--- config.mk ---
export PLATFORM = sky130hd
export DESIGN_NAME = motion_command_watchdog_gate_core
export DESIGN_NICKNAME = d
export VERILOG_FILES = /design/src/rtl/core/mcwg_pkg.sv /design/src/rtl/core/motion_command_watchdog_gate_core.sv /design/src/rtl/core/mcwg_clamp.sv
export SDC_FILE = /design/constraint.sdc
export NUM_CORES = 1
export LEC_CHECK = 0
export CORE_UTILIZATION = 55
export DETAILED_ROUTE_END_ITERATION = 12
export DONT_BUFFER_PORTS = 1
export HOLD_SLACK_MARGIN = 0.06
export PLACE_DENSITY = 0.7
export SYNTH_ARGS = -nofsm -noshare
export SYNTH_HDL_FRONTEND = slang
export SYNTH_SLANG_ARGS = --single-unit
--- constraint.sdc ---
create_clock -name aclk -period 5.4 [get_ports aclk]
set_input_delay 0.27 -clock aclk [delete_from_list [all_inputs] [get_ports aclk]]
set_output_delay 0.27 -clock aclk [all_outputs]
set_load 0.005 [all_outputs]
--- src/rtl/core/mcwg_pkg.sv ---
`timescale 1ns / 1ps
// Shared types and constants for the motion command watchdog gate.
// Holds event codes, result causes, register indexes and reset values; no dependencies.
package mcwg_pkg;

    localparam int VEL_W   = 16;
    localparam int LIMIT_W = 15;
    localparam int TICKS_W = 16;
    localparam int AGE_W   = 17;
    localparam int CFG_AW  = 3;
    localparam int CFG_DW  = 16;

    localparam logic [AGE_W-1:0] AGE_MAX = {AGE_W{1'b1}};

    typedef enum logic [2:0] {
        OP_VELOCITY = 3'd0,
        OP_ENABLE   = 3'd1,
        OP_STATE    = 3'd2,
        OP_TIME     = 3'd3,
        OP_TICK     = 3'd4
    } op_t;

    typedef enum logic [2:0] {
        CAUSE_NORMAL         = 3'd0,
        CAUSE_STATE_STALE    = 3'd1,
        CAUSE_CMD_TIMEOUT    = 3'd2,
        CAUSE_INVALID_CMD    = 3'd3,
        CAUSE_ENABLE_CHANGE  = 3'd4,
        CAUSE_ENABLE_REFUSED = 3'd5
    } cause_t;

    typedef enum logic [CFG_AW-1:0] {
        REG_LIMIT_FORWARD  = 3'd0,
        REG_LIMIT_SIDEWAYS = 3'd1,
        REG_LIMIT_TURN     = 3'd2,
        REG_CMD_TIMEOUT    = 3'd3,
        REG_STATE_TIMEOUT  = 3'd4,
        REG_REQUIRE_STATE  = 3'd5,
        REG_START_ENABLED  = 3'd6
    } reg_index_t;

    localparam logic [LIMIT_W-1:0] LIMIT_FORWARD_RST  = 15'd205;
    localparam logic [LIMIT_W-1:0] LIMIT_SIDEWAYS_RST = 15'd0;
    localparam logic [LIMIT_W-1:0] LIMIT_TURN_RST     = 15'd614;
    localparam logic [TICKS_W-1:0] CMD_TIMEOUT_RST    = 16'd250;
    localparam logic [TICKS_W-1:0] STATE_TIMEOUT_RST  = 16'd500;
    localparam logic               REQUIRE_STATE_RST  = 1'b1;
    localparam logic               START_ENABLED_RST  = 1'b0;

endpackage

--- src/rtl/core/motion_command_watchdog_gate_core.sv ---
`timescale 1ns / 1ps
// Top level of the motion command watchdog gate: event decoding, gate state and result register.
// Depends on mcwg_pkg and mcwg_clamp.
//
//  channel | direction | handshake          | payload
//  s_      | in        | s_valid / s_ready  | op, three velocities, values_valid, enable_wanted
//  m_      | out       | m_valid / m_ready  | send flag, three velocities, reply flags, flags, cause
//  cfg_    | in        | cfg_wr_en          | cfg_addr, cfg_wdata
//
// Every transaction is decided in the cycle it is accepted; its result, if any, appears in the
// result register on the next cycle; with m_ready high, one transaction per cycle is sustained.
// The result register is the only stage: s_ready is high while it is empty or being drained.
// Reset is synchronous and active low; it restores all but the result data registers at once.
module motion_command_watchdog_gate_core (
    input  logic                                 aclk,
    input  logic                                 aresetn,

    input  logic                                 s_valid,
    output logic                                 s_ready,
    input  logic [2:0]                           s_op,
    input  logic signed [mcwg_pkg::VEL_W-1:0]    s_vel_forward,
    input  logic signed [mcwg_pkg::VEL_W-1:0]    s_vel_sideways,
    input  logic signed [mcwg_pkg::VEL_W-1:0]    s_vel_turn,
    input  logic                                 s_values_valid,
    input  logic                                 s_enable_wanted,

    output logic                                 m_valid,
    input  logic                                 m_ready,
    output logic                                 m_send_velocity,
    output logic signed [mcwg_pkg::VEL_W-1:0]    m_out_forward,
    output logic signed [mcwg_pkg::VEL_W-1:0]    m_out_sideways,
    output logic signed [mcwg_pkg::VEL_W-1:0]    m_out_turn,
    output logic                                 m_is_reply,
    output logic                                 m_reply_ok,
    output logic                                 m_enabled_now,
    output logic                                 m_stopped_now,
    output logic [2:0]                           m_cause,

    input  logic                                 cfg_wr_en,
    input  logic [mcwg_pkg::CFG_AW-1:0]          cfg_addr,
    input  logic [mcwg_pkg::CFG_DW-1:0]          cfg_wdata
);
    import mcwg_pkg::*;

    logic [LIMIT_W-1:0] limit_forward_reg, limit_sideways_reg, limit_turn_reg;
    logic [TICKS_W-1:0] cmd_timeout_reg, state_timeout_reg;
    logic               require_state_reg;

    logic                    control_on_reg, control_on_next;
    logic                    have_state_reg, have_state_next;
    logic                    stop_latched_reg, stop_latched_next;
    logic signed [VEL_W-1:0] want_forward_reg, want_forward_next;
    logic signed [VEL_W-1:0] want_sideways_reg, want_sideways_next;
    logic signed [VEL_W-1:0] want_turn_reg, want_turn_next;
    logic [AGE_W-1:0]        command_age_reg, command_age_next;
    logic [AGE_W-1:0]        state_age_reg, state_age_next;

    logic                    m_valid_reg;
    logic                    m_send_reg, m_send_next;
    logic signed [VEL_W-1:0] m_forward_reg, m_forward_next;
    logic signed [VEL_W-1:0] m_sideways_reg, m_sideways_next;
    logic signed [VEL_W-1:0] m_turn_reg, m_turn_next;
    logic                    m_reply_reg, m_reply_next;
    logic                    m_ok_reg, m_ok_next;
    logic                    m_enabled_reg;
    logic                    m_stopped_reg;
    cause_t                  m_cause_reg, m_cause_next;
    logic                    res_valid;

    logic                    s_accept;
    logic                    state_recent;
    logic                    state_stale;
    logic                    cmd_expired;
    logic signed [VEL_W-1:0] clamp_forward, clamp_sideways, clamp_turn;

    mcwg_clamp u_clamp_forward (
        .vel(s_vel_forward), .limit(limit_forward_reg), .clamped(clamp_forward)
    );
    mcwg_clamp u_clamp_sideways (
        .vel(s_vel_sideways), .limit(limit_sideways_reg), .clamped(clamp_sideways)
    );
    mcwg_clamp u_clamp_turn (
        .vel(s_vel_turn), .limit(limit_turn_reg), .clamped(clamp_turn)
    );

    assign s_ready  = !m_valid_reg || m_ready;
    assign s_accept = s_valid && s_ready;

    assign state_recent = have_state_reg && (state_age_reg <= {1'b0, state_timeout_reg});
    assign state_stale  = require_state_reg && !state_recent;
    assign cmd_expired  = command_age_reg > {1'b0, cmd_timeout_reg};

    // The start value of the enable flag is the constant START_ENABLED_RST, used only at reset,
    // so a write to its register index is accepted and has no effect.
    always_ff @(posedge aclk) begin
        if (!aresetn) begin
            limit_forward_reg  <= LIMIT_FORWARD_RST;
            limit_sideways_reg <= LIMIT_SIDEWAYS_RST;
            limit_turn_reg     <= LIMIT_TURN_RST;
            cmd_timeout_reg    <= CMD_TIMEOUT_RST;
            state_timeout_reg  <= STATE_TIMEOUT_RST;
            require_state_reg  <= REQUIRE_STATE_RST;
        end else if (cfg_wr_en) begin
            case (cfg_addr)
                REG_LIMIT_FORWARD:  limit_forward_reg  <= cfg_wdata[LIMIT_W-1:0];
                REG_LIMIT_SIDEWAYS: limit_sideways_reg <= cfg_wdata[LIMIT_W-1:0];
                REG_LIMIT_TURN:     limit_turn_reg     <= cfg_wdata[LIMIT_W-1:0];
                REG_CMD_TIMEOUT:    cmd_timeout_reg    <= cfg_wdata[TICKS_W-1:0];
                REG_STATE_TIMEOUT:  state_timeout_reg  <= cfg_wdata[TICKS_W-1:0];
                REG_REQUIRE_STATE:  require_state_reg  <= cfg_wdata[0];
                default: begin
                end
            endcase
        end
    end

    always_comb begin
        control_on_next    = control_on_reg;
        have_state_next    = have_state_reg;
        stop_latched_next  = stop_latched_reg;
        want_forward_next  = want_forward_reg;
        want_sideways_next = want_sideways_reg;
        want_turn_next     = want_turn_reg;
        command_age_next   = command_age_reg;
        state_age_next     = state_age_reg;

        res_valid       = 1'b0;
        m_send_next     = 1'b1;
        m_forward_next  = '0;
        m_sideways_next = '0;
        m_turn_next     = '0;
        m_reply_next    = 1'b0;
        m_ok_next       = 1'b0;
        m_cause_next    = CAUSE_NORMAL;

        case (s_op)
            OP_VELOCITY: begin
                if (!s_values_valid) begin
                    want_forward_next  = '0;
                    want_sideways_next = '0;
                    want_turn_next     = '0;
                    command_age_next   = AGE_MAX;
                    stop_latched_next  = 1'b1;
                    res_valid          = control_on_reg;
                    m_cause_next       = CAUSE_INVALID_CMD;
                end else begin
                    want_forward_next  = clamp_forward;
                    want_sideways_next = clamp_sideways;
                    want_turn_next     = clamp_turn;
                    command_age_next   = '0;
                    stop_latched_next  = 1'b0;
                end
            end
            OP_ENABLE: begin
                res_valid    = 1'b1;
                m_reply_next = 1'b1;
                if (s_enable_wanted && state_stale) begin
                    m_send_next  = 1'b0;
                    m_cause_next = CAUSE_ENABLE_REFUSED;
                end else begin
                    control_on_next    = s_enable_wanted;
                    want_forward_next  = '0;
                    want_sideways_next = '0;
                    want_turn_next     = '0;
                    command_age_next   = AGE_MAX;
                    stop_latched_next  = 1'b0;
                    m_ok_next          = 1'b1;
                    m_cause_next       = CAUSE_ENABLE_CHANGE;
                end
            end
            OP_STATE: begin
                have_state_next = 1'b1;
                state_age_next  = '0;
            end
            OP_TIME: begin
                if (command_age_reg != AGE_MAX) begin
                    command_age_next = command_age_reg + 1'b1;
                end
                if (state_age_reg != AGE_MAX) begin
                    state_age_next = state_age_reg + 1'b1;
                end
            end
            OP_TICK: begin
                if (control_on_reg) begin
                    if (state_stale) begin
                        res_valid         = !stop_latched_reg;
                        stop_latched_next = 1'b1;
                        m_cause_next      = CAUSE_STATE_STALE;
                    end else if (cmd_expired) begin
                        res_valid         = !stop_latched_reg;
                        stop_latched_next = 1'b1;
                        m_cause_next      = CAUSE_CMD_TIMEOUT;
                    end else begin
                        res_valid       = 1'b1;
                        m_forward_next  = want_forward_reg;
                        m_sideways_next = want_sideways_reg;
                        m_turn_next     = want_turn_reg;
                    end
                end
            end
            default: begin
            end
        endcase
    end

    always_ff @(posedge aclk) begin
        if (!aresetn) begin
            control_on_reg    <= START_ENABLED_RST;
            have_state_reg    <= 1'b0;
            stop_latched_reg  <= 1'b0;
            want_forward_reg  <= '0;
            want_sideways_reg <= '0;
            want_turn_reg     <= '0;
            command_age_reg   <= AGE_MAX;
            state_age_reg     <= '0;
        end else if (s_accept) begin
            control_on_reg    <= control_on_next;
            have_state_reg    <= have_state_next;
            stop_latched_reg  <= stop_latched_next;
            want_forward_reg  <= want_forward_next;
            want_sideways_reg <= want_sideways_next;
            want_turn_reg     <= want_turn_next;
            command_age_reg   <= command_age_next;
            state_age_reg     <= state_age_next;
        end
    end

    always_ff @(posedge aclk) begin
        if (!aresetn) begin
            m_valid_reg <= 1'b0;
        end else if (s_accept) begin
            m_valid_reg <= res_valid;
        end else if (m_ready) begin
            m_valid_reg <= 1'b0;
        end
    end

    always_ff @(posedge aclk) begin
        if (s_accept && res_valid) begin
            m_send_reg     <= m_send_next;
            m_forward_reg  <= m_forward_next;
            m_sideways_reg <= m_sideways_next;
            m_turn_reg     <= m_turn_next;
            m_reply_reg    <= m_reply_next;
            m_ok_reg       <= m_ok_next;
            m_enabled_reg  <= control_on_next;
            m_stopped_reg  <= stop_latched_next;
            m_cause_reg    <= m_cause_next;
        end
    end

    assign m_valid         = m_valid_reg;
    assign m_send_velocity = m_send_reg;
    assign m_out_forward   = m_forward_reg;
    assign m_out_sideways  = m_sideways_reg;
    assign m_out_turn      = m_turn_reg;
    assign m_is_reply      = m_reply_reg;
    assign m_reply_ok      = m_ok_reg;
    assign m_enabled_now   = m_enabled_reg;
    assign m_stopped_now   = m_stopped_reg;
    assign m_cause         = m_cause_reg;

    a_refused_reply: assert property (@(posedge aclk) disable iff (!aresetn)
        m_valid && m_cause == CAUSE_ENABLE_REFUSED |-> m_is_reply && !m_reply_ok && !m_send_velocity)
        else $error("refused enable result has wrong flags");

    a_stop_is_zero: assert property (@(posedge aclk) disable iff (!aresetn)
        m_valid && m_cause != CAUSE_NORMAL
        |-> m_out_forward == '0 && m_out_sideways == '0 && m_out_turn == '0)
        else $error("stop or reply result carries a nonzero velocity");

    a_state_arrival: assert property (@(posedge aclk) disable iff (!aresetn)
        s_accept && s_op == OP_STATE |=> have_state_reg && state_age_reg == '0)
        else $error("state arrival did not refresh the state age");

    a_stale_stop: assert property (@(posedge aclk) disable iff (!aresetn)
        s_accept && s_op == OP_TICK && control_on_reg && state_stale && !stop_latched_reg
        |=> m_valid && m_cause == CAUSE_STATE_STALE && m_stopped_now)
        else $error("stale state did not produce a latched stop");

endmodule

--- src/rtl/core/mcwg_clamp.sv ---
`timescale 1ns / 1ps
// Symmetric clamp of one signed Q3.12 velocity to [-limit, +limit].
// Depends on mcwg_pkg for the velocity and limit widths.
module mcwg_clamp (
    input  logic signed [mcwg_pkg::VEL_W-1:0]   vel,
    input  logic        [mcwg_pkg::LIMIT_W-1:0] limit,
    output logic signed [mcwg_pkg::VEL_W-1:0]   clamped
);
    import mcwg_pkg::*;

    logic signed [VEL_W-1:0] pos_lim;
    logic signed [VEL_W-1:0] neg_lim;

    assign pos_lim = $signed({1'b0, limit});
    assign neg_lim = -pos_lim;

    always_comb begin
        if (vel > pos_lim) begin
            clamped = pos_lim;
        end else if (vel < neg_lim) begin
            clamped = neg_lim;
        end else begin
            clamped = vel;
        end
    end

endmodule

==> impl_results.md, run 1 <==
* Outcome: complete, no violations
* CTS tree: done
* Total Routed Length at 38,600 um
* Worst-Margin Slew at 1.24 ns
* IR drop worst, VDD at 272 uV
* Drt wl/cell at 19.9 um
* Fmax at 234 MHz
* Starting Density at 56.6%
* Worst R2R Start: limit_sideways_reg[0]
* H-tree depth at 1
* Hold Path Cell Cnt at 3
* Sequential fraction of the synthesis area at 36.9%
* DRC violations left at 0
* Syn Inst Count at 1,582
* GRT Resource Usage Total at 31.1%
* Worst-path clk slew at 0.06 ns
* Net count after synthesis at 1,788
* Max incr delay on CP at 0.63 ns
* Drt pass-1 iters at 6
* Post-synth EDFFs at 56
* Global route overflow at 0
* Pins Over Slew Limit at 0
* Cell Chain, Critical Path: or4_1 > nor4_2 > nand3b_1 > nor3_1 > ha_1 > o211ai_1 > nor4_1 > o41ai_1 > a31oi_2 > buf_4 > o21ai_0 > a31oi_1 > a22o_1
* Multi-input gate area at 0.00774 mm^2
* Tcrit/Tclk final at 79.2%
* Hold Crit Start: s_op[2]
* CTS root buf: clkbuf_16
* Delay-heaviest family, CP: simple AND/OR/NAND/NOR gates
* Antenna viol nets, final at 0
* DIE WIDTH at 158 um
* CP required at 5.86 ns
* Final nets at 1,802
* CP max stage cell: or4_1
* Final instance area at 0.0150 mm^2
* Async SR Flop Fraction at 0%
* Skew final at 0.0187 ns
* Crit Path Class: reg2reg
* CTS Sinks at 220
* Yosys reg bits at 220
* Sequential Area at 0.00496 mm^2
* Total Die Area at 0.0251 mm^2
* CP endpoint kind: flip-flop
* Setup TNS at 0 ns
* Vias in the first global route at 11,500
* Crit path DAT at 4.74 ns
* Die Y at 158 um
* CTS Buf Count at 25
* LEAKAGE at 6.01 nW
* First-pass GRT wire length at 61,100 um
* Final setup violation count at 0
* IO Pins at 135
* Cell area after synthesis at 0.0134 mm^2
* Area grow syn2layout at 11.8%
* Core footprint at 0.0238 mm^2
* R2r worst-path depth at 13
* Buf/Inv on CP at 1
* Unrepaired setup endpoints after global routing: no
* Pwr dens at 267 mW/mm^2
* Gp weighted congestion at 0.965
* Longest Clk Path Bufs at 3
* Max-Cap Viols at 0
* HPWL Detailed at 27,300 um
* Largest net degree at the start of global routing at 63
* Mean Syn Cell Area at 8.50 um^2
* Max_slew headroom at 16.8%
* Reg2Reg Capture Point: want_sideways_reg[11]
* Ys flop type: dfxtp_1
* Clock Latency Late Sink at 0.53 ns
* Initial antenna violation count at 4
* Drt via density at 6.22
* Initial DRC count at 1,026
* Hold EP: command_age_reg[16]
* Register-to-register setup slack at 1.12 ns
* Row count at 56
* Ys Warns at 0
* Util after Layout at 63.3%
* Element type at the critical path start: flip-flop
* Hold WC Path Type: in2reg
* PortBufs at 0
* Final min period at 4.28 ns
* Share of post-route cells with drive strength above 1 at 4.89%
* Fin. Hold Viols at 0
* Crit Path Max Fanout at 20
* Vias at 12,000
* Filler cells at 2,030
* Synth cell types at 80
* Post-CTS setup buffers at 0
* Placed Area at 0.0136 mm^2
==> power breakdown <==
group / switching [mW] / internal, mW / total, mW
Combinational: 0.363 / 0.230 / 0.593
Sequential: 0.0375 / 1.72 / 1.76
Clock: 0.700 / 0.969 / 1.67
==> metal layers <==
layer / vias up / global-route usage (%) / wire length, um / share of wire (%)
met5: - / 0 / 13 / 0.034
met4: 2 / 9.48 / 1060 / 2.7
met3: 88 / 6.12 / 3140 / 8.1
met2: 505 / 50.0 / 17400 / 45
met1: 5627 / 41.8 / 17100 / 44
li1: 5817 / - / - / -
==> synth_stat cells (6+ instances only) <==
library cell | number | share of area [%]
a211o_1 | 12 | 0.78
a211oi_1 | 11 | 0.61
a21o_1 | 10 | 0.56
a21oi_1 | 118 | 4.4
a22o_1 | 8 | 0.52
a31oi_1 | 20 | 0.93
a32oi_1 | 9 | 0.59
and2_1 | 13 | 0.61
and3_1 | 61 | 2.8
and4_1 | 9 | 0.59
buf_2 | 8 | 0.30
buf_4 | 6 | 0.34
clkbuf_1 | 69 | 1.9
dfxtp_1 | 164 | 24
edfxtp_1 | 56 | 13
ha_1 | 129 | 12
inv_1 | 112 | 3.1
nand2_1 | 217 | 6.1
nand2b_1 | 12 | 0.56
nand3_1 | 37 | 1.4
nand4_1 | 20 | 0.93
nor2_1 | 86 | 2.4
nor2b_1 | 8 | 0.37
nor3_1 | 45 | 1.7
nor4_1 | 13 | 0.61
o211ai_1 | 46 | 2.6
o21a_1 | 14 | 0.78
o21ai_0 | 40 | 1.5
o21ai_1 | 14 | 0.52
o221ai_1 | 12 | 0.78
o22ai_1 | 7 | 0.33
o311ai_1 | 11 | 0.72
o31ai_1 | 21 | 1.2
o32ai_1 | 7 | 0.46
or3_1 | 17 | 0.79
or4_1 | 9 | 0.50
xnor2_1 | 37 | 2.4
xor2_1 | 13 | 0.85
==> what timing repair did <==
| item | 4_1_cts | 5_1_grt |
|---|---|---|
| hold buffers | 58 | 0 |
| setup endpoints to repair | 0 | 0 |
| gates resized for setup | 0 | 0 |
| hold endpoints to repair | 133 | 0 |
==> placed cells by master (no fill, tap or decap), types with 8 or more instances in the layout <==
cell type | Yosys | layout
nor2b_1 | 8 | 8
xor2_1 | 13 | 13
a31oi_1 | 20 | 19
o21a_1 | 14 | 14
nor2_1 | 86 | 85
and4_1 | 9 | 9
nor3_1 | 45 | 43
and3_1 | 61 | 61
clkbuf_16 | 0 | 25
nand3_1 | 37 | 37
a211oi_1 | 11 | 10
xnor2_1 | 37 | 37
a21o_1 | 10 | 10
ha_1 | 129 | 129
nand2_1 | 217 | 217
a22o_1 | 8 | 8
nor4_1 | 13 | 13
o21ai_1 | 14 | 14
o311ai_1 | 11 | 11
dlygate4sd3_1 | 0 | 57
o31ai_1 | 21 | 21
nand4_1 | 20 | 20
nand2b_1 | 12 | 12
o21ai_0 | 40 | 39
and2_1 | 13 | 13
a211o_1 | 12 | 12
o221ai_1 | 12 | 12
o211ai_1 | 46 | 46
a32oi_1 | 9 | 9
buf_4 | 6 | 13
dfxtp_1 | 164 | 164
or3_1 | 17 | 17
inv_1 | 112 | 112
a21oi_1 | 118 | 118
or4_1 | 9 | 9
edfxtp_1 | 56 | 56
==> stage by stage <==
stage / setup WS, ns / instances / power, mW / hold slack (ns)
floorplan: 0.465 / 1582 / 2.20 / 0.406
global placement: 1.33 / 1830 / 2.30 / 0.353
detailed placement: 1.25 / 1830 / 2.31 / 0.350
CTS: 1.22 / 1934 / 4.03 / 0.0702
global route: 0.801 / 1937 / 4.18 / 0.0928
finish: 1.12 / 1937 / 4.02 / 0.0847
==> area by class of cell <==
type | count | share of cell area, %
Antenna cell | 3 | 0.0499
Clock buffer | 31 | 4.38
Clock inverter | 15 | 0.965
Inverter | 114 | 2.85
Multi-Input combinational cell | 1164 | 51.5
Sequential cell | 220 | 33.0
Tap cell | 319 | 2.66
Timing Repair Buffer | 71 | 4.58
==> worst register-to-register path, stage by stage, from the launching register on <==
cell	delay, ns
dfxtp_1	0.36
or4_1	0.63
nor4_2	0.41
nand3b_1	0.24
nor3_1	0.31
ha_1	0.23
o211ai_1	0.10
nor4_1	0.40
o41ai_1	0.17
a31oi_2	0.48
buf_4	0.31
o21ai_0	0.09
a31oi_1	0.33
a22o_1	0.17
==> how the worst max path moves through the flow <==
stage / start / end / slack [ns] / cells past startpoint
final: limit_sideways_reg[0] / want_sideways_reg[11] / 1.12 / 13
after global routing: limit_sideways_reg[0] / want_sideways_reg[11] / 0.80 / 13
after CTS: limit_turn_reg[2] / want_turn_reg[14] / 1.22 / 13
after detailed placement: limit_turn_reg[2] / want_turn_reg[14] / 1.25 / 13
after global placement: limit_forward_reg[1] / want_forward_reg[3] / 1.33 / 13
after floorplan: state_timeout_reg[10] / m_cause[0] / 0.46 / 10
==> cell families (layout without fill, tap and decap cells) <==
family / after synthesis / count (layout) / synth area share, %
mux: 7 / 7 / 0.540
flops: 220 / 220 / 36.9
fa+ha+maj: 129 / 129 / 12.0
simple gates: 573 / 573 / 21.0
buf+inv: 198 / 231 / 5.83
other cells: 0 / 3 / 0
xor+xnor: 50 / 50 / 3.26
compound gates: 405 / 405 / 20.4
Power figures use the tool's default switching activity.
==> run 2, diff against run 1 <==
--- a/config.mk
+++ b/config.mk
@@ -9,7 +9,7 @@
 export DETAILED_ROUTE_END_ITERATION = 12
 export DONT_BUFFER_PORTS = 1
 export HOLD_SLACK_MARGIN = 0.06
-export PLACE_DENSITY = 0.7
+export PLACE_DENSITY = 0.73
 export SYNTH_ARGS = -nofsm -noshare
 export SYNTH_HDL_FRONTEND = slang
 export SYNTH_SLANG_ARGS = --single-unit
==> constraint.sdc (replaced) <==
create_clock -name aclk -period 3.5 [get_ports aclk]
set_input_delay 0.175 -clock aclk [delete_from_list [all_inputs] [get_ports aclk]]
set_output_delay 0.175 -clock aclk [all_outputs]
set_load 0.005 [all_outputs]
==> run 2 against run 1 <==
Effect of this change:
- the flow now finishes with violations (negative setup slack)
- cell count up 6.1%
- global-route usage grew 1.6 points
- combinational power up 87%
- design area increased by 9.3%
- hold slack lost 0.0081 ns
- non-clock buffer count grew 119
- sequential power grew 53%
- largest cell class unchanged
- sequential share of layout area shrank 2.8 points
- critical path depth stayed put
- sequential cell count is the same
- register-to-register slack lost 1.2 ns
- via count up 8.0%
- critical path type unchanged
==> impl_results.md, run 2 (synthesis gave the netlist of run 1 again) <==
* Commonest non-fill, non-tap cell in the layout: nand2_1
* Vias in the first global route at 12,200
* Total Routed Length at 42,300 um
* Antenna viol nets, final at 0
* Unrepaired setup endpoints after global routing: yes
* CTS tree: done
* Failing checks: negative setup slack
* Hold WC Path Type: in2reg
* Drt via density at 6.33
* Gp weighted congestion at 0.958
* Crit Path Max Fanout at 9
* Worst-path clk slew at 0.06 ns
* Outcome: complete, but fails checks
* CTS root buf: clkbuf_16
* GRT Resource Usage Total at 32.6%
* DRC violations left at 0
* Commonest non-fill, non-tap cells in the layout: nand2_1, dfxtp_1, ha_1
* Skew final at 0.0173 ns
* Area grow syn2layout at 22.3%
* Longest Clk Path Bufs at 3
* IO Pins at 135
* Pins Over Slew Limit at 0
* Final nets at 1,921
* Share of post-route cells with drive strength above 1 at 13.6%
* DIE WIDTH at 158 um
* Pwr dens at 396 mW/mm^2
* Drt pass-1 iters at 6
* Largest net degree at the start of global routing at 62
* Vias at 13,000
* Crit Path Class: reg2reg
* Final setup violation count at 6
* HPWL Detailed at 28,300 um
* Final worst-path setup slack at -0.0334 ns
* Fin. Hold Viols at 0
* Crit path DAT at 3.94 ns
* Element type at the critical path start: flip-flop
* Max_slew headroom at 24.8%
* Util after Layout at 69.2%
* Core footprint at 0.0238 mm^2
* IR drop worst, VDD at 349 uV
* Initial antenna violation count at 4
* Power Total at 6.50 mW
* CTS Sinks at 220
* Total Die Area at 0.0251 mm^2
* Global route overflow at 0
* Fmax at 283 MHz
* CTS Buf Count at 25
* LEAKAGE at 6.73 nW
* CP endpoint kind: flip-flop
* Die Y at 158 um
* Initial DRC count at 1,007
* Tcrit/Tclk final at 101%
* First-pass GRT wire length at 64,000 um
* CP required at 3.91 ns
* Clock Latency Late Sink at 0.53 ns
* Worst-Margin Slew at 1.12 ns
* Max-Cap Viols at 0
* PortBufs at 0
* Row count at 56
* H-tree depth at 1
* Final min period at 3.53 ns
* Filler cells at 1,852
* Drt wl/cell at 20.6 um
* Starting Density at 56.6%
-- run 2: cell count changes in the layout (fill, tap and decap cells not counted), sizes merged --
cell | before | now
inv | 118 | 115
clkbuf | 31 | 36
bufinv | 2 | 3
dlygate4sd3 | 57 | 73
clkinvlp | 3 | 1
buf | 14 | 116
clkinv | 6 | 5
-- run 2: metal layers --
metal	wire length, um	vias up	track usage (%)
li1	-	6052	-
met1	17100	6130	42.0
met2	19600	679	53.4
met3	3810	144	6.04
met4	1840	2	13.7
met5	11	-	0
-- run 2: timing repair --
action	CTS	global route
pin swaps	2	35
gates cloned	0	4
endpoints found under the hold margin	171	0
hold buffers	74	0
buffers inserted	2	8
gates resized for setup	9	70
setup endpoints to repair	17	48
-- run 2: final timing paths --
kind,end,slack [ns],cells after the start,from
max,want_forward_reg[3],-0.03,13,limit_forward_reg[0]
min,state_age_reg[1],0.08,3,s_op[0]
max reg2reg,want_forward_reg[3],-0.03,13,limit_forward_reg[0]
min reg2reg,want_forward_reg[1],0.45,2,want_forward_reg[1]
-- run 2: area by class of cell --
cell class	count	area [um^2]	area share (%)
Antenna cell	3	7.51	0.0457
Clock buffer	35	703	4.28
Clock inverter	10	135	0.822
Inverter	114	428	2.60
Multi-Input combinational cell	1164	8050	49.0
Sequential cell	220	4970	30.2
Tap cell	319	399	2.43
Timing Repair Buffer	190	1740	10.6
-- run 2: stage by stage --
step	cell area, um^2	TNS [ns]	cells	hold WS [ns]	setup slack [ns]
final	16400	-0.0858	2055	0.0766	-0.0334
after global routing	16400	-4.00	2054	0.0986	-0.155
after CTS	16000	-0.0331	2040	0.0711	-0.0279
after detailed placement	14400	-0.408	1919	0.264	-0.0637
after global placement	14400	-0.00185	1919	0.257	-0.00185
after floorplan	13500	0	1582	0.311	0.00167
-- run 2: power breakdown --
group / switching, mW / total [mW] / internal [mW]
combinational: 0.632 / 1.11 / 0.476
sequential: 0.0528 / 2.70 / 2.65
clock: 1.07 / 2.69 / 1.62
-- run 2: critical path, cell delays in order, from the launching register on --
cell and delay, ns:
dfxtp_2 0.32, or4_4 0.53, or4_4 0.47, nor3_2 0.20, xnor2_2 0.17, ha_1 0.29, a21o_1 0.18, a21oi_1 0.22
a21oi_2 0.13, o22ai_2 0.20, nand2_2 0.12, buf_6 0.16, a211o_1 0.28, a22o_1 0.17
==> run 3, diff against run 2 <==
--- a/config.mk
+++ b/config.mk
@@ -9,7 +9,7 @@
 export DETAILED_ROUTE_END_ITERATION = 12
 export DONT_BUFFER_PORTS = 1
 export HOLD_SLACK_MARGIN = 0.06
-export PLACE_DENSITY = 0.73
+export PLACE_DENSITY = 0.7
 export SYNTH_ARGS = -nofsm -noshare
 export SYNTH_HDL_FRONTEND = slang
 export SYNTH_SLANG_ARGS = --single-unit
==> constraint.sdc (replaced) <==
create_clock -name aclk -period 4.4 [get_ports aclk]
set_input_delay 0.22 -clock aclk [delete_from_list [all_inputs] [get_ports aclk]]
set_output_delay 0.22 -clock aclk [all_outputs]
set_load 0.005 [all_outputs]
==> run 3 against run 2 <==
Effect of this change:
- the flow now finishes without violations
- core utilization down 4.7 points
- clock skew decreased by 0.0038 ns
- sequential cell count did not move
- routed wire length down 5.3%
- design area is 6.7% lower
- via count is 6.3% lower
- clock-buffer cell count fell by 1
- hold slack lost 0.0037 ns
- critical path depth increased by 2
- combinational power down 30%
- critical endpoint is now want_turn_reg[3]
==> impl_results.md, run 3 (synthesis gave the netlist of run 1 again) <==
* CP max stage cell: or3_1
* Final setup violation count at 0
* Tcrit/Tclk final at 93.9%
* Vias at 12,200
* Final worst-path setup slack at 0.268 ns
* Buf/Inv on CP at 2
* Most frequent CP cell: ha_1
* Final min period at 4.13 ns
* Fmax at 242 MHz
* Initial DRC count at 926
* Longest Clk Path Bufs at 3
* Outcome: complete, no violations
* Unrepaired setup endpoints after global routing: no
* Antenna viol nets, final at 0
* Clock Latency Late Sink at 0.52 ns
* CP endpoint kind: flip-flop
* Placed Area at 0.0137 mm^2
* Core footprint at 0.0238 mm^2
* PortBufs at 0
* Util after Layout at 64.5%
* Commonest non-fill, non-tap cell in the layout: nand2_1
* LEAKAGE at 6.14 nW
* Crit path DAT at 4.51 ns
* CTS Sinks at 220
* IR drop worst, VDD at 304 uV
* Gp weighted congestion at 0.943
* Cell Chain, Critical Path: inv_1 > ha_1 > nand4_1 > or3_1 > nor3_1 > xnor2_1 > ha_1 > and4_1 > o2111ai_1 > a21oi_1 > o21a_1 > nor2_1 > buf_4 > a32oi_1 > o221ai_1
* Final instance area at 0.0153 mm^2
* DRC violations left at 0
* Worst-Margin Slew at 1.25 ns
* CP required at 4.78 ns
* HPWL Detailed at 27,700 um
* Vias in the first global route at 11,600
* Crit Path Max Fanout at 15
* Die Y at 158 um
* Global route overflow at 0
* Hold WC Path Type: in2reg
* Commonest non-fill, non-tap cells in the layout: nand2_1, dfxtp_1, ha_1
* Crit Path Class: reg2reg
* Area grow syn2layout at 14.0%
* Row count at 56
* Share of post-route cells with drive strength above 1 at 5.49%
* Power Total at 5.08 mW
* Starting Density at 56.6%
* Initial antenna violation count at 3
* Element type at the critical path start: flip-flop
* CTS Buf Count at 24
* Setup TNS at 0 ns
* DIE WIDTH at 158 um
* Total Routed Length at 40,100 um
* CTS tree: done
* Drt via density at 6.22
* IO Pins at 135
* Post-CTS sizing at 0
* Fin. Hold Viols at 0
* Drt wl/cell at 20.4 um
* CTS root buf: clkbuf_16
* Max_slew headroom at 16.0%
* Max-Cap Viols at 0
* Post-CTS setup buffers at 0
* H-tree depth at 1
* Pins Over Slew Limit at 0
* GRT Resource Usage Total at 32.1%
* Pwr dens at 331 mW/mm^2
* Drt pass-1 iters at 5
* Final nets at 1,828
* First-pass GRT wire length at 62,900 um
* Worst-path clk slew at 0.06 ns
* Total Die Area at 0.0251 mm^2
* Max incr delay on CP at 0.45 ns
* Largest net degree at the start of global routing at 62
* Delay-heaviest family, CP: simple AND/OR/NAND/NOR gates
* Setup WS pre-CTS at 0.391 ns
* Filler cells at 2,048
* Skew final at 0.0135 ns
==> run 3: changes by cell type in the layout (fill, tap and decap cells not counted), moves of 4 or more <==
cell and change:
buf_4 -71, buf_6 -12, nor3_1 +6, nor4_1 +5, buf_12 -4, dfxtp_1 +4
dfxtp_2 -4, nor4_2 -4, xnor2_1 +4, xnor2_2 -4
==> run 3: final cells by class <==
type                       count  area (um^2)  area share, %
multi-input combinational   1164         7750           50.6
sequential                   220         4960           32.4
timing repair buffer          98          938           6.12
clock buffer                  34          711           4.64
inverter                     114          428           2.79
tap                          319          399           2.60
clock inverter                 9          130          0.849
antenna                        2         5.00         0.0327
==> run 3: path summary, 6_finish.rpt <==
kind,from,end,slack [ns],depth (start not counted)
max,limit_turn_reg[1],want_turn_reg[3],0.27,15
min,s_vel_sideways[15],want_sideways_reg[15],0.07,3
max reg2reg,limit_turn_reg[1],want_turn_reg[3],0.27,15
min reg2reg,want_forward_reg[14],want_forward_reg[14],0.45,2
==> run 3: timing repair <==
action,in CTS,in global routing
setup endpoints to repair,0,0
hold endpoints to repair,158,0
hold buffers,72,0
==> run 3: through the flow <==
step                      hold WS [ns]  instances
after floorplan                  0.356       1582
after global placement           0.304       1843
after detailed placement         0.304       1843
after CTS                       0.0601       1958
after global routing            0.0796       1960
final                           0.0729       1960
==> run 3: where the power goes <==
group	total, mW	internal (mW)	switching, mW
registers	2.16	2.11	0.0461
clock network	2.14	1.30	0.840
logic	0.780	0.309	0.471
==> run 3: worst register-to-register path: stages (launching register included) <==
cell	delay, ns
dfxtp_1	0.33
inv_1	0.10
ha_1	0.28
nand4_1	0.26
or3_1	0.45
nor3_1	0.27
xnor2_1	0.14
ha_1	0.30
and4_1	0.24
o2111ai_1	0.12
a21oi_1	0.21
o21a_1	0.41
nor2_1	0.10
buf_4	0.22
a32oi_1	0.37
o221ai_1	0.18
==> run 3: metal layers <==
metal | vias to the layer above | routed length [um] | GRT usage [%]
met2 | 457 | 18300 | 51.3
met3 | 76 | 3090 | 6.80
met4 | 2 | 983 | 10.0
met1 | 5787 | 17700 | 43.2
li1 | 5862 | - | -
met5 | - | 13 | 0
